## src/rtl/life_generation_engine_top_assert.svh

```systemverilog
// assertion macros for the life generation engine
// used by the controller; expects clock and reset in scope
`ifndef LIFE_GENERATION_ENGINE_TOP_ASSERT_SVH
`define LIFE_GENERATION_ENGINE_TOP_ASSERT_SVH
// same-cycle implication
`define LGE_ASSERT_IMPLY(label, a, b) \
   label: assert property (@(posedge clock) disable iff (reset) (a) |-> (b)) \
      else $error("lge check failed");
// next-cycle implication
`define LGE_ASSERT_NEXT(label, a, b) \
   label: assert property (@(posedge clock) disable iff (reset) (a) |=> (b)) \
      else $error("lge check failed");
`endif

```

## src/rtl/lge_pkg.sv

```systemverilog
// shared types and constants for the life generation engine
// no dependencies
package lge_pkg;

   localparam int MAX_WIDTH  = 128;
   localparam int MAX_HEIGHT = 128;
   localparam int COL_BITS   = $clog2(MAX_WIDTH);
   localparam int ROW_BITS   = $clog2(MAX_HEIGHT);
   localparam int ADDR_BITS  = ROW_BITS + 1;
   localparam int DIM_BITS   = 8;
   localparam int CNT_BITS   = 15;
   localparam int MIN_DIM    = 3;

   typedef enum logic [1:0] {
      OP_LOAD = 2'd0,
      OP_READ = 2'd1,
      OP_STEP = 2'd2
   } op_type;

   typedef enum logic {
      CSR_GRID_WIDTH  = 1'b0,
      CSR_GRID_HEIGHT = 1'b1
   } csr_index_type;

   typedef enum logic [2:0] {
      RSEL_ACCESS,
      RSEL_UP,
      RSEL_MID,
      RSEL_DN,
      RSEL_DST
   } rsel_type;

   typedef enum logic [2:0] {
      CAP_NONE,
      CAP_UP,
      CAP_MID,
      CAP_DN,
      CAP_DST
   } cap_type;

   typedef enum logic [3:0] {
      ST_IDLE,
      ST_ACCESS,
      ST_RD_UP,
      ST_RD_MID,
      ST_RD_DN,
      ST_RD_DST,
      ST_RD_LAST,
      ST_CELL,
      ST_WRITE,
      ST_SCALE,
      ST_RESP
   } state_type;

   typedef struct packed {
      logic [1:0] operation;
      logic [6:0] col;
      logic [6:0] row;
      logic       cell_in;
   } req_type;

   typedef struct packed {
      logic        read_value;
      logic [14:0] change_count;
      logic        reseed_wanted;
   } rsp_type;

   typedef struct packed {
      logic     req_take;
      logic     rd_en;
      rsel_type rd_sel;
      cap_type  cap_sel;
      logic     cell_en;
      logic     row_wr;
      logic     acc_wr;
      logic     scale_en;
      logic     rsp_load;
   } cmd_type;

   typedef struct packed {
      logic [1:0] req_op;
      logic       x_last;
      logic       y_last;
      logic       rsp_free;
   } sts_type;

endpackage

```

## src/rtl/lge_ctrl.sv

```systemverilog
// sequencer for load, read and generation step
// depends on lge_pkg and life_generation_engine_top_assert.svh
`include "life_generation_engine_top_assert.svh"
module lge_ctrl (
   input  logic             clock,
   input  logic             reset,
   input  logic             req_valid,
   output logic             req_ready,
   input  lge_pkg::sts_type sts,
   output lge_pkg::cmd_type cmd
);

   lge_pkg::state_type state_ff, state_in;

   always_ff @(posedge clock) begin
      if (reset) begin
         state_ff <= lge_pkg::ST_IDLE;
      end else begin
         state_ff <= state_in;
      end
   end

   always_comb begin
      state_in = state_ff;
      case (state_ff)
         lge_pkg::ST_IDLE: begin
            if (req_valid) begin
               case (sts.req_op)
                  lge_pkg::OP_LOAD: state_in = lge_pkg::ST_ACCESS;
                  lge_pkg::OP_READ: state_in = lge_pkg::ST_ACCESS;
                  lge_pkg::OP_STEP: state_in = lge_pkg::ST_RD_UP;
                  default:          state_in = lge_pkg::ST_RESP;
               endcase
            end
         end
         lge_pkg::ST_ACCESS:  state_in = lge_pkg::ST_RESP;
         lge_pkg::ST_RD_UP:   state_in = lge_pkg::ST_RD_MID;
         lge_pkg::ST_RD_MID:  state_in = lge_pkg::ST_RD_DN;
         lge_pkg::ST_RD_DN:   state_in = lge_pkg::ST_RD_DST;
         lge_pkg::ST_RD_DST:  state_in = lge_pkg::ST_RD_LAST;
         lge_pkg::ST_RD_LAST: state_in = lge_pkg::ST_CELL;
         lge_pkg::ST_CELL: begin
            if (sts.x_last) state_in = lge_pkg::ST_WRITE;
         end
         lge_pkg::ST_WRITE: begin
            state_in = sts.y_last ? lge_pkg::ST_SCALE : lge_pkg::ST_RD_UP;
         end
         lge_pkg::ST_SCALE: state_in = lge_pkg::ST_RESP;
         lge_pkg::ST_RESP: begin
            if (sts.rsp_free) state_in = lge_pkg::ST_IDLE;
         end
         default: state_in = lge_pkg::ST_IDLE;
      endcase
   end

   always_comb begin
      req_ready = 1'b0;
      cmd = '0;
      cmd.rd_sel = lge_pkg::RSEL_ACCESS;
      cmd.cap_sel = lge_pkg::CAP_NONE;
      case (state_ff)
         lge_pkg::ST_IDLE: begin
            req_ready = !reset;
            cmd.req_take = req_valid && !reset;
            cmd.rd_en = req_valid && !reset;
         end
         lge_pkg::ST_ACCESS: cmd.acc_wr = 1'b1;
         lge_pkg::ST_RD_UP: begin
            cmd.rd_en = 1'b1;
            cmd.rd_sel = lge_pkg::RSEL_UP;
         end
         lge_pkg::ST_RD_MID: begin
            cmd.rd_en = 1'b1;
            cmd.rd_sel = lge_pkg::RSEL_MID;
            cmd.cap_sel = lge_pkg::CAP_UP;
         end
         lge_pkg::ST_RD_DN: begin
            cmd.rd_en = 1'b1;
            cmd.rd_sel = lge_pkg::RSEL_DN;
            cmd.cap_sel = lge_pkg::CAP_MID;
         end
         lge_pkg::ST_RD_DST: begin
            cmd.rd_en = 1'b1;
            cmd.rd_sel = lge_pkg::RSEL_DST;
            cmd.cap_sel = lge_pkg::CAP_DN;
         end
         lge_pkg::ST_RD_LAST: cmd.cap_sel = lge_pkg::CAP_DST;
         lge_pkg::ST_CELL:    cmd.cell_en = 1'b1;
         lge_pkg::ST_WRITE:   cmd.row_wr = 1'b1;
         lge_pkg::ST_SCALE:   cmd.scale_en = 1'b1;
         lge_pkg::ST_RESP:    cmd.rsp_load = sts.rsp_free;
         default: begin
         end
      endcase
   end

   `LGE_ASSERT_IMPLY(a_rsp_load_free, cmd.rsp_load, sts.rsp_free)
   `LGE_ASSERT_NEXT(a_busy_after_take, req_valid && req_ready, !req_ready)
   `LGE_ASSERT_NEXT(a_row_done, cmd.cell_en && sts.x_last, cmd.row_wr)
   `LGE_ASSERT_IMPLY(a_no_overlap, cmd.row_wr, !cmd.cell_en && !cmd.rd_en)

endmodule

```

## config.mk

```make
export PLATFORM = sky130hd
export DESIGN_NAME = lge_ctrl
export DESIGN_NICKNAME = d
export VERILOG_FILES = /design/src/rtl/lge_pkg.sv /design/src/rtl/lge_ctrl.sv
export VERILOG_INCLUDE_DIRS = /design/src /design/src/rtl
export SDC_FILE = /design/constraint.sdc
export NUM_CORES = 1
export LEC_CHECK = 0
export BUFFER_PORTS_ARGS = -buffer_cell sky130_fd_sc_hd__buf_4
export CORE_AREA = 4 4 41 43
export DETAILED_ROUTE_END_ITERATION = 10
export DIE_AREA = 0 0 45 47
export GPL_TIMING_DRIVEN = 0
export PLACE_DENSITY = 0.65
export SETUP_SLACK_MARGIN = 0.4
export SYNTH_ARGS = -nofsm -noshare
export SYNTH_HDL_FRONTEND = slang
export SYNTH_SLANG_ARGS = --single-unit
```

## constraint.sdc

```tcl
create_clock -name clock -period 1.45 [get_ports clock]
set_clock_uncertainty 0.1 [all_clocks]
set_input_delay 0.145 -clock clock [delete_from_list [all_inputs] [get_ports clock]]
set_output_delay 0.145 -clock clock [all_outputs]
set_load 0.005 [all_outputs]
```

==> impl_results.md <==
* Rows at 13
* Asr flop ratio synth at 0
* Layout cell share with drive strength beyond 1 at 0.784
* Fmax at 0.638 GHz
* Initial Util at 0.377
* Routed Antenna Nets at 0
* Synth Net Count at 74
* Worst ir drop on vdd at around 0.99 mV
* Post-synthesis mux area share at 0.0459
* CP arrival at around 1.3 ns
* Synth Area per Inst at 7.43 um2
* CTS tree: yes
* Slew HR at 0.751
* Die area at 0.00212 mm2
* Total core area at 0.00130 mm2
* Post-synthesis register bit count at 4
* Yosys cell types at 33
* Status: finished, violations left
* Placed cell count at around 100
* Detailed Route Iter0 Violations at 11
* Power per cell area at 1290 mW/mm2
* Num CTS Buffers at 3
* GRT Util Overall at 0.177
* Setup ws final at -0.117 ns
* CTS H-tree lvls at 1
* Layout Utilization at 0.804
* CTS Sinks at 4
* Critical path capture point type: primary output
* Vias in the first global route at 618
* Leakage power at 0.425 nW
* Initial antenna violation count at 0
* YS warnings at 0
* Reg-to-Reg Start: state_ff[1]$_SDFFE_PP0P_
* Post-synthesis instance total at 66
* Worst hold path class: in -> reg
* Via count at 646
* Fillers at 74
* DR WL met2 at ~1.0 mm
* DRC at 0
* Clock buffer depth at 2
* Max cap viols at 0
* Mapped Area at 490 um2
* First-pass GRT wire length at 2.73 mm
* Failing checks: setup timing
* Worst path required time at 1.21 ns
* Final period util at 1.08
* CP Cell Sequence: or2_4 -> buf_6 -> nor4_4 -> and2_1 -> buf_4
* Final wirelength at approximately 2 mm
* CTS root buffer: clkbuf_4
* Critical Path Source Type: flip-flop
* Adder-Cell Fraction of Synth Area at 0
* WL met3 at 92 um
* Worst slew pin tran at 0.365 ns
* Port buffer count at 21
* Wire length on met1 at about 830 um
* Compound-Gate Fraction of Synth Area at 0.196
* Top flop regs: state_ff (4)
* CP Class: reg -> out
* Clk slew on worst S/H paths at 0.03 ns
* Post-route cell area at roughly 0.0010 mm2
* Die Ht at between 40 and 50 um
* Vias per inst at 5.52
* Max reg flops at 4
* DPL Wire Length at 1.09 mm
* Crit path max fanout at 3
* Endpoints failing setup at 15
* Global route overflow at 0
* Sequential share of the synthesized area at 0.163
* Largest net degree at the start of global routing at 11
* Top FF cell, synth: dfxtp_1
* Largest family of logic cells by synthesized area: simple AND/OR/NAND/NOR gates
* CP max-delay cell: dfxtp_2
* Final nets at between 100 and 150
* Post-cts hold buffer count at 0
* Die X at 45 um
* Min Clock Period, post-route at 1.57 ns
* Synth Area in Simple Gates at 0.406
* Io pins at 22
* Routability cong. at just over 0.8
* Antenna diodes at 0
* Placed Area at 718 um2
* Crit path largest cell delay at 0.32 ns
* Top Metal Used: met4
* Fin. max-slew vios at 0
* RSZ-0062 raised after global routing: yes
* Final hold vios at 0
* Area grow syn2layout at 113%
* Synth Area in XOR/XNOR at 0.0179
* Largest Register: state_ff
* Post-synth EDFFs at 0
* Hold Crit Start: reset
* Routed len/inst at 17.1 um
* Post-route non-filler standard cell count at 117
* First drt pass iteration count at 4
* Clk_lat worst skew at between 0.2 and 0.25 ns
* Critical Path Start: state_ff[1]$_SDFFE_PP0P_
==> Yosys cell counts, types with 2 or more instances <==
cell      number  area [um2]
nor2_1        12        45.0
nor3_1         7        35.0
nand2_1        5        18.8
a21oi_1        4        20.0
buf_6          4        45.0
dfxtp_1        4        80.1
clkbuf_8       2        27.5
inv_1          2        7.51
o21ai_1        2        10.0
==> final timing paths <==
path,slack (ns),to,depth (start not counted)
hold / removal,0.04,state_ff[0]$_SDFFE_PP0P_,2
setup / recovery,-0.12,cmd[12],5
hold reg to reg,0.62,state_ff[2]$_SDFFE_PP0P_,3
setup reg to reg,-0.09,state_ff[3]$_SDFFE_PP0P_,6
==> timing repair <==
item                                    in CTS  in global routing
endpoints found under the setup margin      18                 18
setup buffers                                5                  4
gates resized for setup                     20                 21
cloned                                       2                  1
pin swaps                                    5                 13
==> power by group <==
group          total [W]  switching, W  leakage [nW]  internal [W]
clock network   0.000131     0.0000389        0.0138     0.0000921
logic            0.00105      0.000492         0.377      0.000559
registers       0.000167     0.0000236        0.0346      0.000143
==> placed cells by master, fill, tap and decap left out, types with 3 or more instances in the layout <==
master / instances
nor3_2: 5
nor2_1: 6
buf_4: 27
buf_6: 6
nor2_2: 3
nor2_4: 3
clkbuf_4: 3
a21oi_1: 3
==> cell families after synthesis <==
logic type / count (synthesis)
simple gates: 37
compound gates: 14
buf+inv: 9
flops: 4
xor+xnor: 1
mux: 1
==> per-stage QoR <==
step                      TNS (ns)  total power [W]  worst slack (ns)  hold WS (ns)
after global routing         -1.83          0.00143            -0.167        0.0378
after global placement           0         0.000826            0.0636         0.287
after detailed placement         0         0.000831            0.0651         0.281
after CTS                   -0.727          0.00115            -0.119        0.0375
final                       -0.774          0.00135            -0.117        0.0412
after floorplan                  0         0.000635             0.194         0.107
==> cell type report <==
class,instances,area (um2),share of cell area
multi-input cells,53,512,0.489
clock buffers,3,22.5,0.0215
inverters,3,16.3,0.0156
plain buffers,6,98.8,0.0945
flip-flops and latches,4,88.8,0.0849
well taps,15,18.8,0.0179
repair buffers,33,289,0.276
==> per-layer routing <==
| metal | track usage | up-vias |
|---|---|---|
| met5 | 0 | - |
| met4 | 0.0760 | 0 |
| met3 | 0.0345 | 4 |
| met2 | 0.319 | 21 |
| met1 | 0.202 | 308 |
| li1 | - | 313 |
==> worst max-delay path, delay by kind of cell (launching register included) <==
family / cells / cell delay [ns]
DFF: 1 / 0.32
buffers and inverters: 2 / 0.22
and+or+nand+nor: 3 / 0.54
(Power assumes the default switching activity.)
